**config.mk**
```make
export PLATFORM = sky130hd
export DESIGN_NAME = page_frame_replacement_policy
export DESIGN_NICKNAME = d
export VERILOG_FILES = /design/src/design/pfrp_pkg.sv /design/src/design/pfrp_ram.sv /design/src/design/pfrp_ctrl.sv /design/src/design/page_frame_replacement_policy.sv
export SDC_FILE = /design/constraint.sdc
export NUM_CORES = 1
export LEC_CHECK = 0
export BUFFER_PORTS_ARGS = -buffer_cell sky130_fd_sc_hd__buf_4
export CAP_MARGIN = 20
export CORE_ASPECT_RATIO = 0.8
export CORE_MARGIN = 4
export CORE_UTILIZATION = 65
export CTS_BUF_LIST = sky130_fd_sc_hd__clkbuf_8
export DETAILED_ROUTE_END_ITERATION = 7
export GPL_TIMING_DRIVEN = 0
export PLACE_DENSITY = 0.89
export SYNTH_ARGS = -nofsm -noshare
export SYNTH_HDL_FRONTEND = slang
export SYNTH_HIERARCHICAL = 1
export SYNTH_SLANG_ARGS = --single-unit
```
**constraint.sdc**
```tcl
create_clock -name clk_i -period 15.32 [get_ports clk_i]
set_input_delay 3.064 -clock clk_i [delete_from_list [all_inputs] [get_ports clk_i]]
set_output_delay 3.064 -clock clk_i [all_outputs]
set_load 0.05 [all_outputs]
```
**src/design/pfrp_pkg.sv**
```systemverilog
// ----------------------------------------------------------------------------
// pfrp_pkg
// Shared types and constants for the page-frame replacement table.
// ----------------------------------------------------------------------------
package pfrp_pkg;

  localparam int unsigned PAGE_W       = 20;
  localparam int unsigned FIU_W        = 5;
  localparam int unsigned CFG_W        = 5;
  localparam int unsigned CFG_IDX_W    = 1;

  localparam int unsigned FRAMES_DEF   = 16;
  localparam int unsigned AGE_BITS_DEF = 8;
  localparam int unsigned CLEAN_BIAS_DEF = 3;

  localparam logic [FIU_W-1:0]     FIU_RESET  = 5'd16;
  localparam logic [CFG_IDX_W-1:0] CFG_POLICY = 1'b0;
  localparam logic [CFG_IDX_W-1:0] CFG_FIU    = 1'b1;
  localparam logic                 CMD_ACCESS = 1'b0;
  localparam logic                 CMD_TICK   = 1'b1;

  typedef enum logic [1:0] {
    POL_SC,
    POL_ESC,
    POL_AGE,
    POL_AGE_BIAS
  } pfrp_policy_e;

  typedef enum logic [3:0] {
    S_IDLE,
    S_TICK,
    S_LOOK,
    S_MISS,
    S_INS,
    S_W_ORD,
    S_W_FRM,
    S_W_EVL,
    S_EVICT,
    S_REM,
    S_DONE
  } pfrp_state_e;

  typedef struct packed {
    logic              command;
    logic [PAGE_W-1:0] page_number;
    logic              is_write;
  } pfrp_in_t;

  typedef struct packed {
    logic              hit;
    logic              filled_free;
    logic              evicted;
    logic [PAGE_W-1:0] victim_page;
    logic              victim_dirty;
  } pfrp_out_t;

endpackage

```
**src/design/pfrp_ram.sv**
```systemverilog
// ----------------------------------------------------------------------------
// pfrp_ram
// Generic simple dual-port RAM: one write port, one registered read port.
// ----------------------------------------------------------------------------
module pfrp_ram #(
  parameter int unsigned WIDTH = 8,
  parameter int unsigned DEPTH = 16
) (
  input  logic                     clk_i,
  input  logic                     we_i,
  input  logic [$clog2(DEPTH)-1:0] waddr_i,
  input  logic [WIDTH-1:0]         wdata_i,
  input  logic                     re_i,
  input  logic [$clog2(DEPTH)-1:0] raddr_i,
  output logic [WIDTH-1:0]         rdata_o
);

  logic [WIDTH-1:0] mem_q [DEPTH];
  logic [WIDTH-1:0] rdata_q;

  always_ff @(posedge clk_i) begin
    if (we_i) begin
      mem_q[waddr_i] <= wdata_i;
    end
    if (re_i) begin
      rdata_q <= mem_q[raddr_i];
    end
  end

  assign rdata_o = rdata_q;

endmodule

```
**src/design/pfrp_ctrl.sv**
```systemverilog
// ----------------------------------------------------------------------------
// pfrp_ctrl
// Sequencer: lookup, aging sweep, list walk for victim choice, list upkeep.
// ----------------------------------------------------------------------------
module pfrp_ctrl #(
  parameter int unsigned FRAMES           = pfrp_pkg::FRAMES_DEF,
  parameter int unsigned AGE_BITS         = pfrp_pkg::AGE_BITS_DEF,
  parameter int unsigned CLEAN_BIAS_SHIFT = pfrp_pkg::CLEAN_BIAS_DEF
) (
  input  logic                                        clk_i,
  input  logic                                        rst_ni,
  input  logic                                        in_valid_i,
  input  pfrp_pkg::pfrp_in_t                          in_data_i,
  output logic                                        in_stall_o,
  output logic                                        out_valid_o,
  output pfrp_pkg::pfrp_out_t                         out_data_o,
  input  logic                                        out_stall_i,
  input  pfrp_pkg::pfrp_policy_e                      policy_i,
  input  logic [pfrp_pkg::FIU_W-1:0]                  fiu_i,
  output logic                                        fr_re_o,
  output logic [$clog2(FRAMES)-1:0]                   fr_raddr_o,
  input  logic [pfrp_pkg::PAGE_W+AGE_BITS+1:0]        fr_rdata_i,
  output logic                                        fr_we_o,
  output logic [$clog2(FRAMES)-1:0]                   fr_waddr_o,
  output logic [pfrp_pkg::PAGE_W+AGE_BITS+1:0]        fr_wdata_o,
  output logic                                        or_re_o,
  output logic [$clog2(FRAMES)-1:0]                   or_raddr_o,
  input  logic [$clog2(FRAMES)-1:0]                   or_rdata_i,
  output logic                                        or_we_o,
  output logic [$clog2(FRAMES)-1:0]                   or_waddr_o,
  output logic [$clog2(FRAMES)-1:0]                   or_wdata_o
);

  import pfrp_pkg::*;

  localparam int unsigned IW = $clog2(FRAMES);
  localparam int unsigned CW = $clog2(FRAMES + 1);
  localparam int unsigned FW = PAGE_W + AGE_BITS + 2;
  localparam int unsigned LW = (CW > FIU_W) ? CW : FIU_W;
  localparam logic [AGE_BITS-1:0] AGE_TOP = {1'b1, {(AGE_BITS-1){1'b0}}};
  localparam logic [1:0] PH_FIRST  = 2'd0;
  localparam logic [1:0] PH_SECOND = 2'd1;
  localparam logic [1:0] PH_THIRD  = 2'd2;

  pfrp_state_e state_q, state_d;
  logic [CW-1:0]       n_q, n_d, k_q, k_d, rem_q, rem_d;
  logic [IW-1:0]       head_q, head_d, s_q, s_d, ra_q, ra_d, frm_q, frm_d;
  logic [PAGE_W-1:0]   page_q, page_d;
  logic                wr_q, wr_d, fv_q, fv_d;
  logic [1:0]          phase_q, phase_d;
  logic [IW-1:0]       best_frm_q, best_frm_d, best_slot_q, best_slot_d, best_k_q, best_k_d;
  logic [PAGE_W-1:0]   best_page_q, best_page_d;
  logic [AGE_BITS-1:0] best_age_q, best_age_d;
  logic                best_dirty_q, best_dirty_d, d0_q, d0_d, same_q, same_d;
  pfrp_out_t           res_q, res_d, out_q, out_d;
  logic                out_valid_q, out_valid_d;

  logic [PAGE_W-1:0]   rd_page;
  logic                rd_ref, rd_dirty;
  logic [AGE_BITS-1:0] rd_age;
  logic [FW-1:0]       new_rec;
  logic                accept, take_out, room, k_last, look_hit, scan_end;
  logic [LW-1:0]       lim, fiu_ext;
  logic [CW-1:0]       s_p1, bs_p1;
  logic [IW-1:0]       s_inc, bs_inc;
  logic                clr_ref, upd_best, go_evict, same_nx, d0_nx, bdirty_nx;
  logic [1:0]          phase_nx;

  assign rd_page  = fr_rdata_i[FW-1 -: PAGE_W];
  assign rd_ref   = fr_rdata_i[AGE_BITS+1];
  assign rd_dirty = fr_rdata_i[AGE_BITS];
  assign rd_age   = fr_rdata_i[AGE_BITS-1:0];
  assign new_rec  = {page_q, 1'b1, wr_q, AGE_TOP};

  assign accept   = in_valid_i && (state_q == S_IDLE);
  assign take_out = !out_valid_q || !out_stall_i;
  assign fiu_ext  = LW'(fiu_i);
  assign lim      = (fiu_i == '0) ? LW'(1) :
                    ((fiu_ext > LW'(FRAMES)) ? LW'(FRAMES) : fiu_ext);
  assign room     = LW'(n_q) < lim;
  assign k_last   = (k_q == n_q - CW'(1));
  assign look_hit = fv_q && (rd_page == page_q);
  assign scan_end = (k_q == n_q) && !fv_q;
  assign s_p1     = CW'(s_q) + CW'(1);
  assign s_inc    = (s_p1 == n_q) ? '0 : s_p1[IW-1:0];
  assign bs_p1    = CW'(best_slot_q) + CW'(1);
  assign bs_inc   = (bs_p1 == n_q) ? '0 : bs_p1[IW-1:0];

  // victim choice for one visited list position
  always_comb begin
    clr_ref   = 1'b0;
    upd_best  = 1'b0;
    go_evict  = 1'b0;
    phase_nx  = phase_q;
    same_nx   = same_q;
    d0_nx     = d0_q;
    bdirty_nx = best_dirty_q;
    case (policy_i)
      POL_SC: begin
        if (rd_ref) begin
          clr_ref = 1'b1;
        end else begin
          upd_best = 1'b1;
          go_evict = 1'b1;
        end
      end
      POL_ESC: begin
        case (phase_q)
          PH_FIRST: begin
            if (!rd_ref && !rd_dirty) begin
              upd_best = 1'b1;
              go_evict = 1'b1;
            end else if (k_last) begin
              phase_nx = PH_SECOND;
            end
          end
          PH_SECOND: begin
            clr_ref = rd_ref;
            if (!rd_ref) begin
              upd_best = 1'b1;
              go_evict = 1'b1;
            end else if (k_last) begin
              phase_nx = PH_THIRD;
            end
          end
          default: begin
            if (k_q == '0 || !rd_dirty) begin
              upd_best = 1'b1;
            end
            if (!rd_dirty || k_last) begin
              go_evict = 1'b1;
            end
          end
        endcase
      end
      default: begin
        if (phase_q == PH_FIRST) begin
          if (k_q == '0) begin
            upd_best = 1'b1;
            d0_nx    = rd_dirty;
            same_nx  = 1'b1;
          end else begin
            upd_best = rd_age < best_age_q;
            if (rd_dirty != d0_q) begin
              same_nx = 1'b0;
            end
          end
          bdirty_nx = upd_best ? rd_dirty : best_dirty_q;
          if (k_last) begin
            if (policy_i == POL_AGE_BIAS && !same_nx && bdirty_nx) begin
              phase_nx = PH_SECOND;
            end else begin
              go_evict = 1'b1;
            end
          end
        end else begin
          if (!rd_dirty) begin
            if (best_dirty_q) begin
              upd_best = (rd_age >> CLEAN_BIAS_SHIFT) <= best_age_q;
            end else begin
              upd_best = rd_age < best_age_q;
            end
          end
          go_evict = k_last;
        end
      end
    endcase
  end

  always_comb begin
    state_d = state_q;
    case (state_q)
      S_IDLE: begin
        if (accept) begin
          if (in_data_i.command == CMD_TICK) begin
            state_d = (n_q == '0) ? S_DONE : S_TICK;
          end else begin
            state_d = (n_q == '0) ? S_MISS : S_LOOK;
          end
        end
      end
      S_TICK:  if (scan_end) state_d = S_DONE;
      S_LOOK: begin
        if (look_hit) begin
          state_d = S_DONE;
        end else if (scan_end) begin
          state_d = S_MISS;
        end
      end
      S_MISS: begin
        if (room) begin
          state_d = (head_q == '0) ? S_DONE : S_INS;
        end else begin
          state_d = S_W_ORD;
        end
      end
      S_INS:   if (rem_q == '0 && !fv_q) state_d = S_DONE;
      S_W_ORD: state_d = S_W_FRM;
      S_W_FRM: state_d = S_W_EVL;
      S_W_EVL: state_d = go_evict ? S_EVICT : S_W_ORD;
      S_EVICT: state_d = (policy_i == POL_SC || policy_i == POL_ESC) ? S_DONE : S_REM;
      S_REM:   if (rem_q == '0 && !fv_q) state_d = S_DONE;
      S_DONE:  if (take_out) state_d = S_IDLE;
      default: state_d = S_IDLE;
    endcase
  end

  always_comb begin
    n_d = n_q; k_d = k_q; rem_d = rem_q; head_d = head_q; s_d = s_q; ra_d = ra_q;
    frm_d = frm_q; page_d = page_q; wr_d = wr_q; fv_d = fv_q; phase_d = phase_q;
    best_frm_d = best_frm_q; best_slot_d = best_slot_q; best_k_d = best_k_q;
    best_page_d = best_page_q; best_age_d = best_age_q; best_dirty_d = best_dirty_q;
    d0_d = d0_q; same_d = same_q; res_d = res_q; out_d = out_q;
    out_valid_d = out_valid_q && out_stall_i;
    fr_re_o = 1'b0; fr_raddr_o = k_q[IW-1:0];
    fr_we_o = 1'b0; fr_waddr_o = ra_q; fr_wdata_o = fr_rdata_i;
    or_re_o = 1'b0; or_raddr_o = s_q;
    or_we_o = 1'b0; or_waddr_o = ra_q; or_wdata_o = or_rdata_i;
    case (state_q)
      S_IDLE: begin
        if (accept) begin
          page_d = in_data_i.page_number;
          wr_d   = in_data_i.is_write;
          k_d    = '0;
          fv_d   = 1'b0;
          res_d  = '0;
        end
      end
      S_TICK, S_LOOK: begin
        fv_d = k_q < n_q;
        if (k_q < n_q) begin
          fr_re_o = 1'b1;
          ra_d    = k_q[IW-1:0];
          k_d     = k_q + CW'(1);
        end
        if (state_q == S_TICK) begin
          fr_we_o    = fv_q;
          fr_wdata_o = {rd_page, rd_ref, rd_dirty, rd_age >> 1};
        end else if (look_hit) begin
          fr_we_o    = 1'b1;
          fr_wdata_o = {rd_page, 1'b1, rd_dirty | wr_q, rd_age | AGE_TOP};
          res_d.hit  = 1'b1;
        end
      end
      S_MISS: begin
        if (room) begin
          fr_we_o           = 1'b1;
          fr_waddr_o        = n_q[IW-1:0];
          fr_wdata_o        = new_rec;
          res_d.filled_free = 1'b1;
          n_d               = n_q + CW'(1);
          frm_d             = n_q[IW-1:0];
          or_waddr_o        = n_q[IW-1:0];
          or_wdata_o        = n_q[IW-1:0];
          or_we_o           = (head_q == '0);
          rem_d             = n_q - CW'(head_q);
          s_d               = IW'(n_q - CW'(1));
          fv_d              = 1'b0;
        end else begin
          s_d     = head_q;
          k_d     = '0;
          phase_d = PH_FIRST;
        end
      end
      S_INS: begin
        fv_d = rem_q != '0;
        if (rem_q != '0) begin
          or_re_o = 1'b1;
          ra_d    = s_q;
          s_d     = s_q - IW'(1);
          rem_d   = rem_q - CW'(1);
        end
        if (fv_q) begin
          or_we_o    = 1'b1;
          or_waddr_o = ra_q + IW'(1);
        end else if (rem_q == '0) begin
          or_we_o    = 1'b1;
          or_waddr_o = head_q;
          or_wdata_o = frm_q;
          head_d     = head_q + IW'(1);
        end
      end
      S_W_ORD: or_re_o = 1'b1;
      S_W_FRM: begin
        frm_d      = or_rdata_i;
        fr_re_o    = 1'b1;
        fr_raddr_o = or_rdata_i;
      end
      S_W_EVL: begin
        fr_we_o    = clr_ref;
        fr_waddr_o = frm_q;
        fr_wdata_o = {rd_page, 1'b0, rd_dirty, rd_age};
        phase_d    = phase_nx;
        same_d     = same_nx;
        d0_d       = d0_nx;
        if (upd_best) begin
          best_frm_d   = frm_q;
          best_slot_d  = s_q;
          best_k_d     = k_q[IW-1:0];
          best_page_d  = rd_page;
          best_age_d   = rd_age;
          best_dirty_d = rd_dirty;
        end
        if (!go_evict) begin
          s_d = s_inc;
          k_d = k_last ? '0 : k_q + CW'(1);
        end
      end
      S_EVICT: begin
        fr_we_o            = 1'b1;
        fr_waddr_o         = best_frm_q;
        fr_wdata_o         = new_rec;
        res_d.evicted      = 1'b1;
        res_d.victim_page  = best_page_q;
        res_d.victim_dirty = best_dirty_q;
        head_d = (policy_i == POL_SC || policy_i == POL_ESC) ? bs_inc : head_q;
        s_d    = best_slot_q;
        rem_d  = n_q - CW'(best_k_q) - CW'(1);
        fv_d   = 1'b0;
      end
      S_REM: begin
        fv_d = rem_q != '0;
        if (rem_q != '0) begin
          or_re_o    = 1'b1;
          or_raddr_o = s_inc;
          ra_d       = s_q;
          s_d        = s_inc;
          rem_d      = rem_q - CW'(1);
        end
        if (fv_q) begin
          or_we_o = 1'b1;
        end else if (rem_q == '0) begin
          or_we_o    = 1'b1;
          or_waddr_o = s_q;
          or_wdata_o = best_frm_q;
        end
      end
      S_DONE: begin
        if (take_out) begin
          out_d       = res_q;
          out_valid_d = 1'b1;
        end
      end
      default: ;
    endcase
  end

  always_ff @(posedge clk_i or negedge rst_ni) begin
    if (!rst_ni) begin
      state_q     <= S_IDLE;
      n_q         <= '0;
      head_q      <= '0;
      fv_q        <= 1'b0;
      out_valid_q <= 1'b0;
    end else begin
      state_q     <= state_d;
      n_q         <= n_d;
      head_q      <= head_d;
      fv_q        <= fv_d;
      out_valid_q <= out_valid_d;
    end
  end

  always_ff @(posedge clk_i) begin
    k_q <= k_d; rem_q <= rem_d; s_q <= s_d; ra_q <= ra_d; frm_q <= frm_d;
    page_q <= page_d; wr_q <= wr_d; phase_q <= phase_d;
    best_frm_q <= best_frm_d; best_slot_q <= best_slot_d; best_k_q <= best_k_d;
    best_page_q <= best_page_d; best_age_q <= best_age_d; best_dirty_q <= best_dirty_d;
    d0_q <= d0_d; same_q <= same_d; res_q <= res_d; out_q <= out_d;
  end

  assign in_stall_o  = (state_q != S_IDLE);
  assign out_valid_o = out_valid_q;
  assign out_data_o  = out_q;

endmodule

```
**src/design/page_frame_replacement_policy.sv**
```systemverilog
// ----------------------------------------------------------------------------
// page_frame_replacement_policy
// Page-frame table with second-chance and aging replacement.
//
// Input channel (in_valid_i / in_stall_o) carries a page access or an aging
// tick; one transaction is taken when valid is high and stall is low. Each
// input transaction yields exactly one output transaction (out_valid_o /
// out_stall_i), in order. One item is processed at a time; stall stays high
// from acceptance until the result is loaded into the output register.
// With n filled frames an aging tick sweeps all n frames, a hit is found by
// a scan of up to n frames, and a fill of a free frame may be followed by
// list shifting. An eviction walks the list, reading each visited frame's
// list entry, then its frame record, then evaluating it (one pass for aging,
// up to two for enhanced aging, up to n+1 visits for second chance, up to 3n
// for enhanced second chance), followed for aging by list shifting. The walk
// steps follow from the registered read ports of the list and frame RAMs.
// The output register lets the next item start while a result waits under
// stall. Reset empties the table, restores policy 0 and a limit of 16 frames
// capped at FRAMES; no clearing pass is needed. Configuration writes take
// effect at once; the user must make them while idle, which is not enforced.
// ----------------------------------------------------------------------------
module page_frame_replacement_policy #(
  parameter int unsigned FRAMES           = pfrp_pkg::FRAMES_DEF,
  parameter int unsigned AGE_BITS         = pfrp_pkg::AGE_BITS_DEF,
  parameter int unsigned CLEAN_BIAS_SHIFT = pfrp_pkg::CLEAN_BIAS_DEF
) (
  input  logic                             clk_i,
  input  logic                             rst_ni,
  input  logic                             in_valid_i,
  input  pfrp_pkg::pfrp_in_t               in_data_i,
  output logic                             in_stall_o,
  output logic                             out_valid_o,
  output pfrp_pkg::pfrp_out_t              out_data_o,
  input  logic                             out_stall_i,
  input  logic                             cfg_we_i,
  input  logic [pfrp_pkg::CFG_IDX_W-1:0]   cfg_idx_i,
  input  logic [pfrp_pkg::CFG_W-1:0]       cfg_wdata_i
);

  import pfrp_pkg::*;

  localparam int unsigned IW = $clog2(FRAMES);
  localparam int unsigned FW = PAGE_W + AGE_BITS + 2;

  pfrp_policy_e     policy_q;
  logic [FIU_W-1:0] fiu_q;

  logic          fr_re, fr_we, or_re, or_we;
  logic [IW-1:0] fr_raddr, fr_waddr, or_raddr, or_waddr, or_rdata, or_wdata;
  logic [FW-1:0] fr_rdata, fr_wdata;

  always_ff @(posedge clk_i or negedge rst_ni) begin
    if (!rst_ni) begin
      policy_q <= POL_SC;
      fiu_q    <= FIU_RESET;
    end else if (cfg_we_i) begin
      case (cfg_idx_i)
        CFG_POLICY: policy_q <= pfrp_policy_e'(cfg_wdata_i[1:0]);
        CFG_FIU:    fiu_q    <= cfg_wdata_i[FIU_W-1:0];
        default: ;
      endcase
    end
  end

  pfrp_ram #(.WIDTH(FW), .DEPTH(FRAMES)) u_frame_ram (
    .clk_i   (clk_i),
    .we_i    (fr_we),
    .waddr_i (fr_waddr),
    .wdata_i (fr_wdata),
    .re_i    (fr_re),
    .raddr_i (fr_raddr),
    .rdata_o (fr_rdata)
  );

  pfrp_ram #(.WIDTH(IW), .DEPTH(FRAMES)) u_order_ram (
    .clk_i   (clk_i),
    .we_i    (or_we),
    .waddr_i (or_waddr),
    .wdata_i (or_wdata),
    .re_i    (or_re),
    .raddr_i (or_raddr),
    .rdata_o (or_rdata)
  );

  pfrp_ctrl #(
    .FRAMES           (FRAMES),
    .AGE_BITS         (AGE_BITS),
    .CLEAN_BIAS_SHIFT (CLEAN_BIAS_SHIFT)
  ) u_ctrl (
    .clk_i       (clk_i),
    .rst_ni      (rst_ni),
    .in_valid_i  (in_valid_i),
    .in_data_i   (in_data_i),
    .in_stall_o  (in_stall_o),
    .out_valid_o (out_valid_o),
    .out_data_o  (out_data_o),
    .out_stall_i (out_stall_i),
    .policy_i    (policy_q),
    .fiu_i       (fiu_q),
    .fr_re_o     (fr_re),
    .fr_raddr_o  (fr_raddr),
    .fr_rdata_i  (fr_rdata),
    .fr_we_o     (fr_we),
    .fr_waddr_o  (fr_waddr),
    .fr_wdata_o  (fr_wdata),
    .or_re_o     (or_re),
    .or_raddr_o  (or_raddr),
    .or_rdata_i  (or_rdata),
    .or_we_o     (or_we),
    .or_waddr_o  (or_waddr),
    .or_wdata_o  (or_wdata)
  );

endmodule

```
Yosys cells after proc, flatten, opt, wreduce, memory -nomap -nowiden
Memories as Yosys holds them, arrays and structs flattened. A register that Yosys moved wholly into a read port is not among the register bits.
Index checks and enable logic that the tools add are counted.
Storage, ports and cells
  input bits: 33
  bits in writable memories: 544
  memories kept: 2
  flip-flop bits (word level): 158
Operators by class
  mux-type cells: 124
  order comparisons: 5
  equality and inequality tests: 44
  bitwise logic cells: 3
  reductions and logical operators: 62
  $add $sub $neg: 12
Memory list
  u_frame_ram.mem_q: words 16, bits a word 30, read ports 1, clocked after Yosys merged registers in 1, wr ports 1, line pfrp_ram.sv:18  | logic [WIDTH-1:0] mem_q [DEPTH];
  u_order_ram.mem_q: words 16, bits a word 4, read ports 1, clocked after Yosys merged registers in 1, wr ports 1, line pfrp_ram.sv:18
Operator list (count)
  4-bit 2-to-1 mux: 35
  30-bit one-hot mux with 4 select lines: 1
  5-bit 2-to-1 mux: 9
  22-bit one-hot mux with 2 select lines: 1
  1-bit 2-to-1 mux: 40
  4-bit one-hot mux with 10 select lines: 1
  4-bit one-hot mux with 3 select lines: 3
  30-bit 2-to-1 mux: 1
  24-bit 2-to-1 mux: 1
  4-bit one-hot mux with 2 select lines: 3
  2-bit by 1-bit inequality test with 1-bit output, second input constant: 11
  20-bit equality test: 1
  5-bit equality test: 4
  5-bit logical NOT: 4
  10-bit 2-to-1 mux: 2
  1-bit one-hot mux with 2 select lines: 10
  4-bit one-hot mux with 5 select lines: 1
  5-bit one-hot mux with 4 select lines: 1
  2-bit 2-to-1 mux: 9
  3-bit AND reduction: 6
  4-bit by 3-bit equality test with 1-bit output, second input constant: 4
  2-bit AND reduction: 8
  5-bit one-hot mux with 3 select lines: 1
  5-bit nonzero test: 3
  other kinds (37): 90

Depth between registers and ports, before layout
  word-level depth: 14
  gate-level depth with buffers: 13
  mapped depth without buffers: 11

Hierarchy
The synthesis kept the hierarchy.
By module, submodules not included
  pfrp_ram at u_frame_ram: times used 1, area an instance 19239.7 um2, cells an instance 785
  pfrp_ctrl: times used 1, area an instance 8956.1 um2, cells an instance 887
  pfrp_ram at u_order_ram: times used 1, area an instance 2706.3 um2, cells an instance 130
  page_frame_replacement_policy: times used 1, area an instance 267.8 um2, cells an instance 16

Least setup slack after synthesis
Ideal clock, no wire load.
  path type: reg2reg
  start point: reg u_ctrl.n_q[1]
  end point: mem u_frame_ram/mem_q[0][0] in the netlist's numbering, enable pin
  setup time: 0.455 ns
  path buffers: 2
  setup slack: 10.204 ns
  cell stages (with the launch flop): 11
  arrival: 4.661 ns
  data required time: 14.865 ns
  period minus slack after synthesis: 5.116 ns
  cells stage by stage: dfrtp_1 ha_1 inv_1 o311ai_1 and2_1 clkbuf_1 clkbuf_1 a21oi_1 a2bb2oi_1 or3b_2 nor3_1
On the way
  elaborated cells between the ends (all ways): 7
  those cells by class: 1 x order compare; 6 x mux
RTL lines
  start: declaration: line pfrp_ctrl.sv:46  | logic [CW-1:0] n_q, n_d, k_q, k_d, rem_q, rem_d;
  start signal: assignment: line pfrp_ctrl.sv:357  | n_q <= n_d;
  5-bit less-than comparator: line pfrp_ctrl.sv:80  | assign room = LW'(n_q) < lim;
  4-bit 2-to-1 mux: line pfrp_ctrl.sv:246  | if (room) begin
  4-bit one-hot mux with 3 select lines: line pfrp_ctrl.sv:219  | case (state_q)
  via fr_waddr[3]: line page_frame_replacement_policy.sv:49  | logic [IW-1:0] fr_raddr, fr_waddr, or_raddr, or_waddr, or_rdata, or_wdata;
  end: declaration: line pfrp_ram.sv:18
The timed path passes the listed nets, and every way through them passes these cells.

Final worst setup path
  start point: reg u_ctrl.state_q[0]
  end point: out in_stall_o
On the way
  cells in the longest elaborated chain, start to end: 1
Ends and longest elaborated chain
  start: declaration: line pfrp_ctrl.sv:45  | pfrp_state_e state_q, state_d;
  start signal: assignment: line pfrp_ctrl.sv:356  | state_q <= state_d;
  4-bit nonzero test: line pfrp_ctrl.sv:372  | assign in_stall_o = (state_q != S_IDLE);
  end: declaration: line page_frame_replacement_policy.sv:31  | output logic in_stall_o,
Every way passes these cells.

==> flow_metrics.tcl <==
set metrics [dict create \
    crit_buf_inv 3 \
    rsz0062_at_grt "false" \
    crit_family "buffers and inverters" \
    hold_class "reg -> reg" \
    cpMostUsedCell "clkbuf_1" \
    p_comb_frac 0.398 \
    pwr_density_cell_mw_per_mm2 215 \
    fin_ws_ns 9.64 \
    slowest_stage "clkbuf_1" \
    switchingPower_w 0.00285 \
    outcome "finished, final reports clean" \
    area_growth_pct 12.6 \
    synth_edf_count 714 \
    p_total_w 0.00756 \
    htreeDepth 3 \
    die_x_um 253 \
    cts-root-buf "clkbuf_8" \
    drive_above_1_share 0.170 \
    drt-initial-drc-count 2895 \
    end_kind "output port" \
    fillers 2534 \
    intPower_w 0.00471 \
    multi_input_area_mm2 0.00859 \
    stdcell_count 2721 \
    initial_core_util 0.661 \
    peakVddDrop_v 0.000140 \
    synth_fp_nets 1896 \
    clk_pin_slew_ns 0.06 \
    cts_buffer_depth 3 \
    required_ns 12.26 \
    vias 19000 \
    synth-main-ff-cell "edfxtp_1" \
    wl_per_cell_um 30.3 \
    ys.warnings.count 6 \
    fmax_mhz 176 \
    fp.dieH_um 204 \
    grt-ovfl-total 0 \
    maxSlewHeadroom 0.0884 \
    antenna_found_initial 4 \
    crit_type "reg -> out" \
    register_area_mm2 0.0220 \
    final.setup.tns_ns 0 \
    drtPass1Iterations 6 \
    post-place-ws_ns 10.22 \
    vias_per_cell 6.98 \
    cts_hold_buffers 0 \
    syn-cell-area_mm2 0.0312 \
    globalplace.congestion 0.949 \
    numCtsBuffers 103 \
    final_antenna_net_count 0 \
    ctsResizeCount 0 \
    setup_viol 0 \
    arrival_ns 2.62 \
    synthArstFlopShare 0.0299 \
    port_buffers 58 \
    ys_seq_elements 736 \
    slew_violations 0 \
    nNetsFinal 2094 \
    hold_slack_ns 0.406 \
    worstMarginPinSlew_ns 1.37 \
    fin_skew_ns 0.0478 \
    dieArea_mm2 0.0515 \
    clock-sinks 736 \
    clk_latency_ns 0.75 \
    finalCritPeriodShare 0.371 \
    routed_wl_um 82500 \
    power_leakage_nw 12.1 \
    avgSynthCellArea_um2 17.1 \
    fin_crit_ns 5.68 \
    grtUsageTotal 0.326 \
    maxCapViolCount 0 \
    dp_hpwl_um 54100 \
    syn_inst 1818 \
    place_inst 2528 \
    cts_setup_buffers 0 \
    switching_share 0.377 \
    final_hold_viol_count 0 \
    max_stage_delay_ns 0.48 \
    core-area_mm2 0.0472 \
    rows 71 \
    yosysSeqAreaShare 0.706 \
    cts_tree "done" \
    grt_max_degree 24 \
    clockPowerShare 0.195 \
    grt_pass1_wl_um 122000 \
    ys_types 83 \
    power.sequential.fraction 0.407 \
    first_global_vias 19100 \
    cp_max_fo 10 \
    cp_cell_sequence "clkbuf_1 -> clkbuf_1 -> nor2_1 -> nand2_1 -> buf_4" \
    drc_errors 0 \
    startpoint_type "flop" \
    ios 59 \
]
[flip-flops by register name, indices dropped and copies added, names as in the netlist, 5 cells and up]
register,count
u_ctrl/out_data_o,24
u_ctrl/res_q,24
u_ctrl/best_page_q,20
fiu_q,5
u_ctrl/n_q,5
u_frame_ram/mem_q,480
u_ctrl/best_age_q,8
u_order_ram/mem_q,64
u_ctrl/rem_q,5
u_ctrl/page_q,20
u_frame_ram/rdata_o,30
u_ctrl/k_q,5
[worst paths after layout]
path	startpoint	endpoint	slack, ns	cells after the start
max reg2reg	u_ctrl/page_q[12]	u_frame_ram/mem_q[0][26]	10.00	11
max	u_ctrl/state_q[0]	in_stall_o	9.64	5
max in group asynchronous	rst_ni	fiu_q[4]	12.76	1
min	u_ctrl/res_q[4]	u_ctrl/out_data_o[4]	0.41	0
min in group asynchronous	rst_ni	u_ctrl/fv_q	2.24	1
min reg2reg	u_ctrl/res_q[4]	u_ctrl/out_data_o[4]	0.41	0
[power groups by stage]
stage	clock (W)	sequential [W]	combinational, W
6_report	0.00147	0.00308	0.00301
5_1_grt	0.00159	0.00309	0.00318
4_1_cts	0.00149	0.00307	0.00292
3_5_place_dp	0	0.00311	0.00288
3_3_place_gp	0	0.00311	0.00264
2_1_floorplan	0	0.00305	0.00192
[placed cells by master (no fill, tap or decap), drive strengths merged, types with 10 or more instances in the layout]
cell type / Yosys / final
o21ai: 87 / 87
a21oi: 44 / 44
nor2: 81 / 81
nor2b: 10 / 10
nand2b: 14 / 14
nand3: 30 / 30
xor2: 28 / 28
o21a: 11 / 11
inv: 48 / 89
ha: 43 / 43
buf: 33 / 125
nand2: 162 / 162
clkbuf: 52 / 157
and2: 27 / 27
mux4: 136 / 136
a22oi: 76 / 76
xnor2: 23 / 23
dfrtp: 21 / 21
edfxtp: 714 / 714
clkinv: 0 / 37
nor3: 27 / 27
[Yosys cell counts, types with 11 or more instances]
cell type / instances / area share
o21a_1: 11 / 0.0026
nor3_1: 27 / 0.0043
a22oi_1: 75 / 0.018
nand2b_1: 14 / 0.0028
inv_1: 44 / 0.0053
dfrtp_1: 21 / 0.017
clkbuf_1: 52 / 0.0063
and2_1: 27 / 0.0054
nand2_1: 161 / 0.019
mux4_2: 68 / 0.049
edfxtp_1: 714 / 0.69
nor2_1: 80 / 0.0096
nand3_1: 30 / 0.0048
o21ai_0: 38 / 0.0061
ha_1: 43 / 0.017
buf_2: 15 / 0.0024
mux4_1: 68 / 0.057
buf_12: 11 / 0.0071
o21ai_1: 48 / 0.0077
a21oi_1: 44 / 0.0071
xnor2_1: 23 / 0.0065
xor2_1: 28 / 0.0079
[area by class of cell]
| class | instances | share of cell area |
|---|---|---|
| flip-flops and latches | 736 | 0.627 |
| multi-input cells | 949 | 0.245 |
| clock buffers | 105 | 0.0412 |
| repair buffers | 93 | 0.0291 |
| well taps | 620 | 0.0221 |
| plain buffers | 85 | 0.0156 |
| clock inverters | 83 | 0.0149 |
| inverters | 48 | 0.00514 |
| diodes | 2 | 0.000143 |
[stage by stage]
step | utilization | instance area [µm²]
2_1_floorplan | - | 31200
3_3_place_gp | 0.686 | 32400
3_5_place_dp | 0.701 | 33100
4_1_cts | 0.743 | 35100
5_1_grt | 0.744 | 35100
6_report | 0.744 | 35100
[per-layer routing]
| layer | GRT usage | share of wire | vias to the layer above |
|---|---|---|---|
| met5 | 0 | 0.00073 | - |
| met4 | 0.141 | 0.050 | 4 |
| met3 | 0.104 | 0.14 | 337 |
| met2 | 0.507 | 0.46 | 1636 |
| met1 | 0.433 | 0.35 | 9286 |
| li1 | - | - | 7717 |
[cell families after synthesis]
| group | count (synthesis) | share of synthesized area |
|---|---|---|
| compound gates | 308 | 0.0662 |
| xor+xnor | 53 | 0.0158 |
| fa+ha+maj | 46 | 0.0189 |
| buf+inv | 133 | 0.0233 |
| flops | 736 | 0.706 |
| mux | 148 | 0.111 |
| simple gates | 394 | 0.0596 |
(Power assumes the default switching activity.)
